==> config.mk <==
export PLATFORM = sky130hd
export DESIGN_NAME = max_heap_priority_queue_flat
export DESIGN_NICKNAME = d
export VERILOG_FILES = /design/src/sv/mhpq_pkg.sv /design/src/sv/mhpq_req_if.sv /design/src/sv/mhpq_rsp_if.sv /design/src/sv/mhpq_ram.sv /design/src/sv/max_heap_priority_queue.sv /design/src/flat_wrapper.sv
export SDC_FILE = /design/constraint.sdc
export NUM_CORES = 2
export LEC_CHECK = 0
export BUFFER_PORTS_ARGS = -buffer_cell sky130_fd_sc_hd__clkbuf_2
export CAP_MARGIN = 40
export CORE_MARGIN = 10
export CORE_UTILIZATION = 30
export DETAILED_ROUTE_END_ITERATION = 12
export PLACE_DENSITY = 0.54
export SYNTH_ARGS = -nofsm -noshare
export SYNTH_HDL_FRONTEND = slang
export SYNTH_SLANG_ARGS = --single-unit
==> constraint.sdc <==
create_clock -name clk -period 5.5 [get_ports clk]
set_clock_uncertainty 0.2 [all_clocks]
set_input_delay 1.1 -clock clk [delete_from_list [all_inputs] [get_ports clk]]
set_output_delay 1.1 -clock clk [all_outputs]
set_load 0.01 [all_outputs]
==> src/sv/mhpq_pkg.sv <==
// Package for the max-heap priority queue.
// Holds sizes, command and status codes, and the sequencer state type.
// No dependencies.
package mhpq_pkg;

  localparam int CAPACITY = 64;
  localparam int DATA_W   = 32;
  localparam int ADDR_W   = $clog2(CAPACITY);
  localparam int CNT_W    = $clog2(CAPACITY + 1);
  localparam int IDX_W    = ADDR_W + 2;

  localparam logic CMD_PUSH = 1'b0;
  localparam logic CMD_POP  = 1'b1;

  localparam logic [1:0] ST_OK    = 2'd0;
  localparam logic [1:0] ST_FULL  = 2'd1;
  localparam logic [1:0] ST_EMPTY = 2'd2;

  typedef enum logic [3:0] {
    S_IDLE,
    S_UP_RD,
    S_UP_CMP,
    S_LAST_RD,
    S_LAST_LD,
    S_DN_RDL,
    S_DN_RDR,
    S_DN_CMP,
    S_DONE
  } seq_state_t;

endpackage

==> src/sv/mhpq_req_if.sv <==
// Request channel of the max-heap priority queue: valid/ready plus command and value.
// Depends on mhpq_pkg.
interface mhpq_req_if;
  import mhpq_pkg::*;
  logic                     valid;
  logic                     ready;
  logic                     command;
  logic signed [DATA_W-1:0] value;

  modport source(output valid, command, value, input ready);
  modport sink(input valid, command, value, output ready);
endinterface

==> src/sv/mhpq_rsp_if.sv <==
// Result channel of the max-heap priority queue: valid/ready plus top, count and status.
// Depends on mhpq_pkg.
interface mhpq_rsp_if;
  import mhpq_pkg::*;
  logic                     valid;
  logic                     ready;
  logic signed [DATA_W-1:0] top_value;
  logic                     top_valid;
  logic [CNT_W-1:0]         entry_count;
  logic [1:0]               status;

  modport source(output valid, top_value, top_valid, entry_count, status, input ready);
  modport sink(input valid, top_value, top_valid, entry_count, status, output ready);
endinterface

==> src/sv/mhpq_ram.sv <==
// Generic single-write, single-read RAM with registered read data.
// No dependencies.
module mhpq_ram #(
  parameter int WIDTH = 32,
  parameter int DEPTH = 64
) (
  input  logic                     clk,
  input  logic                     we,
  input  logic [$clog2(DEPTH)-1:0] waddr,
  input  logic [WIDTH-1:0]         wdata,
  input  logic [$clog2(DEPTH)-1:0] raddr,
  output logic [WIDTH-1:0]         rdata
);

  logic [WIDTH-1:0] mem [DEPTH];

  always_ff @(posedge clk) begin
    if (we) begin
      mem[waddr] <= wdata;
    end
    rdata <= mem[raddr];
  end

endmodule

==> src/sv/max_heap_priority_queue.sv <==
// Max-heap priority queue: 64 signed 32-bit entries in one RAM, sifted by a small sequencer.
// Push: one read and one compare per level up; a push when full goes straight to the result.
// Pop: two reads and two compares per level down; a pop with one entry or none goes straight to the result.
// One item at a time: req.ready returns as the result loads; a stalled sink holds it.
// Reset (rst, synchronous): heap empty, no result pending; RAM contents are not cleared.
// Depends on mhpq_pkg, mhpq_req_if, mhpq_rsp_if and mhpq_ram.
module max_heap_priority_queue (
  input logic       clk,
  input logic       rst,
  mhpq_req_if.sink  req,
  mhpq_rsp_if.source rsp
);
  import mhpq_pkg::*;

  seq_state_t state, state_next;

  logic [CNT_W-1:0]         cnt, cnt_next;
  logic [ADDR_W-1:0]        idx, idx_next;
  logic signed [DATA_W-1:0] cur, cur_next;
  logic signed [DATA_W-1:0] best, best_next;
  logic                     took_l, took_l_next;
  logic [1:0]               status, status_next;
  logic signed [DATA_W-1:0] root;

  logic                     out_valid;
  logic signed [DATA_W-1:0] out_top;
  logic                     out_top_valid;
  logic [CNT_W-1:0]         out_count;
  logic [1:0]               out_status;

  logic                     we;
  logic [ADDR_W-1:0]        waddr, raddr;
  logic signed [DATA_W-1:0] wdata, rdata;

  logic [IDX_W-1:0] left_idx, right_idx, cnt_ext;
  logic             left_ok, right_ok, right_big, out_free;

  mhpq_ram #(.WIDTH(DATA_W), .DEPTH(CAPACITY)) u_ram (
    .clk   (clk),
    .we    (we),
    .waddr (waddr),
    .wdata (wdata),
    .raddr (raddr),
    .rdata (rdata)
  );

  assign cnt_ext   = IDX_W'(cnt);
  assign left_idx  = (IDX_W'(idx) << 1) + IDX_W'(1);
  assign right_idx = (IDX_W'(idx) << 1) + IDX_W'(2);
  assign left_ok   = left_idx < cnt_ext;
  assign right_ok  = right_idx < cnt_ext;
  assign right_big = right_ok && (rdata > best);
  assign out_free  = !out_valid || rsp.ready;

  always_comb begin
    state_next = state;
    unique case (state)
      S_IDLE: begin
        if (req.valid) begin
          if (req.command == CMD_PUSH) begin
            state_next = (cnt == CNT_W'(CAPACITY)) ? S_DONE : S_UP_RD;
          end else if (cnt <= CNT_W'(1)) begin
            state_next = S_DONE;
          end else begin
            state_next = S_LAST_RD;
          end
        end
      end
      S_UP_RD:   state_next = (idx == '0) ? S_DONE : S_UP_CMP;
      S_UP_CMP:  state_next = (rdata >= cur) ? S_DONE : S_UP_RD;
      S_LAST_RD: state_next = S_LAST_LD;
      S_LAST_LD: state_next = S_DN_RDL;
      S_DN_RDL:  state_next = left_ok ? S_DN_RDR : S_DONE;
      S_DN_RDR:  state_next = S_DN_CMP;
      S_DN_CMP:  state_next = (right_big || took_l) ? S_DN_RDL : S_DONE;
      S_DONE:    state_next = out_free ? S_IDLE : S_DONE;
      default:   state_next = S_IDLE;
    endcase
  end

  always_comb begin
    we          = 1'b0;
    waddr       = idx;
    wdata       = cur;
    raddr       = '0;
    cnt_next    = cnt;
    idx_next    = idx;
    cur_next    = cur;
    best_next   = best;
    took_l_next = took_l;
    status_next = status;
    unique case (state)
      S_IDLE: begin
        if (req.valid) begin
          status_next = ST_OK;
          if (req.command == CMD_PUSH) begin
            if (cnt == CNT_W'(CAPACITY)) begin
              status_next = ST_FULL;
            end else begin
              idx_next = cnt[ADDR_W-1:0];
              cur_next = req.value;
              cnt_next = cnt + CNT_W'(1);
            end
          end else if (cnt == '0) begin
            status_next = ST_EMPTY;
          end else begin
            idx_next = '0;
            cnt_next = cnt - CNT_W'(1);
          end
        end
      end
      S_UP_RD: begin
        if (idx == '0) begin
          we = 1'b1;
        end else begin
          raddr = (idx - ADDR_W'(1)) >> 1;
        end
      end
      S_UP_CMP: begin
        we = 1'b1;
        if (rdata < cur) begin
          wdata    = rdata;
          idx_next = (idx - ADDR_W'(1)) >> 1;
        end
      end
      S_LAST_RD: raddr = cnt[ADDR_W-1:0];
      S_LAST_LD: cur_next = rdata;
      S_DN_RDL: begin
        if (left_ok) begin
          raddr = left_idx[ADDR_W-1:0];
        end else begin
          we = 1'b1;
        end
      end
      S_DN_RDR: begin
        raddr       = right_idx[ADDR_W-1:0];
        took_l_next = rdata > cur;
        best_next   = (rdata > cur) ? rdata : cur;
      end
      S_DN_CMP: begin
        we = 1'b1;
        if (right_big) begin
          wdata    = rdata;
          idx_next = right_idx[ADDR_W-1:0];
        end else if (took_l) begin
          wdata    = best;
          idx_next = left_idx[ADDR_W-1:0];
        end
      end
      S_DONE: ;
      default: ;
    endcase
  end

  always_ff @(posedge clk) begin
    if (rst) begin
      state     <= S_IDLE;
      cnt       <= '0;
      out_valid <= 1'b0;
    end else begin
      state <= state_next;
      cnt   <= cnt_next;
      if (state == S_DONE && out_free) begin
        out_valid <= 1'b1;
      end else if (rsp.ready) begin
        out_valid <= 1'b0;
      end
    end
  end

  always_ff @(posedge clk) begin
    idx    <= idx_next;
    cur    <= cur_next;
    best   <= best_next;
    took_l <= took_l_next;
    status <= status_next;
    if (we && waddr == '0) begin
      root <= wdata;
    end
    if (state == S_DONE && out_free) begin
      out_top       <= (cnt != '0) ? root : '0;
      out_top_valid <= cnt != '0;
      out_count     <= cnt;
      out_status    <= status;
    end
  end

  assign req.ready       = state == S_IDLE;
  assign rsp.valid       = out_valid;
  assign rsp.top_value   = out_top;
  assign rsp.top_valid   = out_top_valid;
  assign rsp.entry_count = out_count;
  assign rsp.status      = out_status;

endmodule

==> src/flat_wrapper.sv <==
// flat-port wrapper written by rule: the top's interface ports become plain ports
module max_heap_priority_queue_flat import mhpq_pkg::*;
  (clk, rst, req_valid, req_command, req_value, req_ready, rsp_valid, rsp_top_value, rsp_top_valid, rsp_entry_count, rsp_status, rsp_ready);
  mhpq_req_if req_i ();
  mhpq_rsp_if rsp_i ();
  input logic clk;
  input logic rst;
  input wire logic [$bits(req_i.valid)-1:0] req_valid;
  input wire logic [$bits(req_i.command)-1:0] req_command;
  input wire logic [$bits(req_i.value)-1:0] req_value;
  output wire logic [$bits(req_i.ready)-1:0] req_ready;
  output wire logic [$bits(rsp_i.valid)-1:0] rsp_valid;
  output wire logic [$bits(rsp_i.top_value)-1:0] rsp_top_value;
  output wire logic [$bits(rsp_i.top_valid)-1:0] rsp_top_valid;
  output wire logic [$bits(rsp_i.entry_count)-1:0] rsp_entry_count;
  output wire logic [$bits(rsp_i.status)-1:0] rsp_status;
  input wire logic [$bits(rsp_i.ready)-1:0] rsp_ready;
  assign req_i.valid = req_valid;
  assign req_i.command = req_command;
  assign req_i.value = req_value;
  assign req_ready = req_i.ready;
  assign rsp_valid = rsp_i.valid;
  assign rsp_top_value = rsp_i.top_value;
  assign rsp_top_valid = rsp_i.top_valid;
  assign rsp_entry_count = rsp_i.entry_count;
  assign rsp_status = rsp_i.status;
  assign rsp_i.ready = rsp_ready;
  max_heap_priority_queue u_core (.clk(clk), .rst(rst), .req(req_i), .rsp(rsp_i));
endmodule
==> flow_summary.toml <==
[placed_design]
place.detailed.hpwl_mm = 173
numPortBuffers = 80
dpl.cell_count = 10700
place.gp.congestion = 0.848

[synth]
synth_sequential_area_ratio_pct = 73.1
synth_edf_count = 2195
post-synth-top-area-fraction_pct = 72.1
synthesis.nets = 6878
synth.top_cells.by_area = "edfxtp_1 (72%), nand2_1 (5.7%), nand3_1 (4.1%)"
netlist_area_um2 = 91400
dominantRegCellSynth = "edfxtp_1"
synthTopCellsByCount = "edfxtp_1 (2195), nand2_1 (1399), nand3_1 (746)"
postSynth.asyncResetShare_pct = 0
ys.warnings.count = 0
yosysTopAreaCell = "edfxtp_1"
postSynthAreaPerCell_um2 = 13.5
netlist-cell-type-count = 71
yosys_register_bits = 2239
synthMostInstantiatedCell = "edfxtp_1"
syn_inst = 6760

[power_and_ir_drop]
power.switching_fraction_pct = 35.4
peak_supply_drop_v = 0.000317
power.density_nw_per_um2 = 489
cell_internal_power_dissipation_mw = 33.7
pwr-share-comb_pct = 30.7
power_mw = 52.1
static-leakage-power_nw = 34.8
switchingPower_mw = 18.4
seq_power_share_pct = 41.4
clkPwrFrac_pct = 27.9

[timing]
layout_min_cycle_time_ps = 5230
max_clock_freq_mhz = 191
max-slew-margin-rel_pct = 29.4
fin_crit_sh_pct = 95.1
number_of_hold_violations_in_the_final_report = 0
setup-tns-final_ps = 0
tightest_slew_ps = 1060
finalSetupViolCount = 0
unrepaired_setup_endpoints_after_global_routing = "no"
final-max-slew-violation-count = 0

[critical_path]
type_of_element_launching_the_critical_path = "flip-flop"
worst_r2r_path_depth = 12
worst_r2r_startpoint = "u_core.cnt[5]$_SDFFE_PP0P_"
critical_path.reg2reg.endpoint = "u_core.u_ram.rdata[4]$_DFF_P_"
reg2reg_setup_slack_ps = 270
worst_setup_path_end_kind = "flip-flop"
worst_path_max_delay_cell = "a22oi_1"
worstPathArrival_ps = 5820
timing_worst_setup_path_type = "flip-flop to flip-flop"
path_max_fanout = 55
required_ps = 6090
path_cells = "inv_1 > ha_1 > and2_1 > nor4_1 > a21o_4 > a21o_4 > buf_4 > nand3_1 > a31oi_1 > a31oi_1 > a22oi_1 > a211o_1"
critical_path.max_stage_delay_ps = 800

[route]
met3WireLength_mm = 25.3
detail_route.vias_per_cell = 5.43
route.vias.total = 60300
post_drt_wl_per_cell_um = 26.9
postRouteAntennaNets = 0
routedLengthMet1_mm = 124
drt-initial-drc-count = 7469
wl_met2_mm = 140
iteration_count_of_the_initial_detailed_routing_pass = 6
route.detailed.drc = 0
route.final.wire_length_mm = 298
top_layer = "met5"

[clock_tree]
clkTransAtPathRegs_ps = 60
tritoncts = "done"
resized_after_cts = 0
numClockSinks = 2239
postCtsHoldBufs = 0
post_cts_buffers = 0
htree_levels = 4
cts_inserted_buffers = 222
cts.root.buffer_cell = "clkbuf_16"
clockBufferDepth = 3
clk-insertion-delay-late_ps = 890

[floorplan]
io_pins = 81
fp.dieH_um = 572
die_area_um2 = 327000
std_cell_rows = 202
coreArea_um2 = 303000
chipWidth_um = 572
initial_standard_cell_utilization_of_the_core_pct = 30.1

[grt]
antenna_found_initial = 16
grt_max_degree = 102
global_route_wire_length_before_repair_mm = 426
globalRouteTotalUtil_pct = 17.6
vias_in_the_first_global_route = 57700
globalRoute.totalOverflow = 0

[finish]
non_filler_instance_count_after_layout = 11100
layout-area-overhead-vs-synth_pct = 16.5
finalNetCount = 7043
ratio_of_cells_with_drive_above_1_in_the_final_layout_pct = 13.2

[worst_hold_path]
holdCritStartpoint = "u_core.status[1]$_SDFFCE_PN0P_"
min_delay_path_depth = 0
hold_class = "flip-flop to flip-flop"
hold_end = "u_core.rsp.status[1]$_DFFE_PP_"

[job]
maxCapViolCount = 0

[outcome]
run_status = "finished, final reports clean"
## power groups by stage
| stage | Sequential, mW | Clock, mW | Combinational, mW |
|---|---|---|---|
| global placement | 21.9 | 0 | 15.6 |
| finish | 21.6 | 14.5 | 16.0 |
| detailed placement | 21.9 | 0 | 15.8 |
| CTS | 21.6 | 14.7 | 15.8 |
| global route | 21.6 | 15.4 | 17.0 |
| floorplan | 21.9 | 0 | 8.70 |
## layout make-up
class / instances / area, um2
multi-input cells: 3916 / 23000
repair buffers: 446 / 4400
clock inverters: 126 / 980
clock buffers: 285 / 5850
fillers: 28900 / 197000
inverters: 100 / 375
diodes: 5 / 12.5
flip-flops and latches: 2239 / 66800
well taps: 3978 / 4980
## flip-flops by register name, summed over array words and instances, names as in the netlist, 4 cells and up
signal	count
u_core.u_ram.mem	2048
u_core.best	32
u_core.cur	32
u_core.root	32
u_core.rsp.top_value	32
u_core.u_ram.rdata	32
u_core.cnt	7
u_core.rsp.entry_count	7
u_core.idx	6
u_core.state	4
## worst max-delay path by stage
stage,start,to,slack [ps],depth (start not counted)
2_1_floorplan,u_core.best[9]$_DFFE_PN_,u_core.root[14]$_DFFE_PP_,-580,12
3_3_place_gp,u_core.idx[0]$_DFFE_PP_,u_core.u_ram.rdata[18]$_DFF_P_,290,11
3_5_place_dp,u_core.idx[1]$_DFFE_PP_,u_core.u_ram.rdata[2]$_DFF_P_,330,12
4_1_cts,u_core.cnt[5]$_SDFFE_PP0P_,u_core.u_ram.rdata[2]$_DFF_P_,290,12
5_1_grt,u_core.cnt[5]$_SDFFE_PP0P_,u_core.u_ram.rdata[4]$_DFF_P_,120,12
6_report,u_core.cnt[5]$_SDFFE_PP0P_,u_core.u_ram.rdata[4]$_DFF_P_,270,12
## critical path: cells and delay by family, from the launching register on
family / cells / cell delay (ps)
AOI/OAI and AO/OA: 6 / 2440
buffers and inverters: 2 / 770
DFF: 1 / 450
adders and majority gates: 1 / 320
and+or+nand+nor: 3 / 900
## per-layer routing
metal	vias to the layer above	global-route usage (%)
li1	26200	-
met1	30800	24.0
met2	2776	28.5
met3	485	3.00
met4	10	5.46
met5	-	0
## metrics by stage
stage | hold slack [ps] | utilization, % | setup slack, ps | area, um2
3_3_place_gp | 205 | 32.8 | 286 | 99400
6_report | 219 | 35.1 | 270 | 106000
2_1_floorplan | 200 | - | -581 | 91400
4_1_cts | 219 | 35.1 | 287 | 106000
3_5_place_dp | 205 | 32.9 | 328 | 99600
5_1_grt | 230 | 35.1 | 120 | 106000
## logic make-up after synthesis
group	synth area share, %
AOI/OAI and AO/OA	7.96
and+or+nand+nor	13.5
xor gates and xnor gates	0.134
buffers and inverters	2.83
DFF	73.1
muxes	1.39
adders and majority gates	1.11
## placed cells by master (no fill, tap or decap), types with 59 or more instances in the layout
master     instances
and3_1           141
a32oi_1           59
a31oi_1          357
inv_1            100
clkbuf_1          59
buf_4            262
edfxtp_1        2195
nand2_1         1399
mux2_2            64
clkbuf_2          80
a211oi_1         161
ha_1              81
nand3_1          746
a21oi_1           61
buf_12            96
nor4b_1           93
clkbuf_16        224
a22oi_1           72
nor2_4            66
a311oi_1         147
Note: power is estimated with default switching activity, not from simulation.
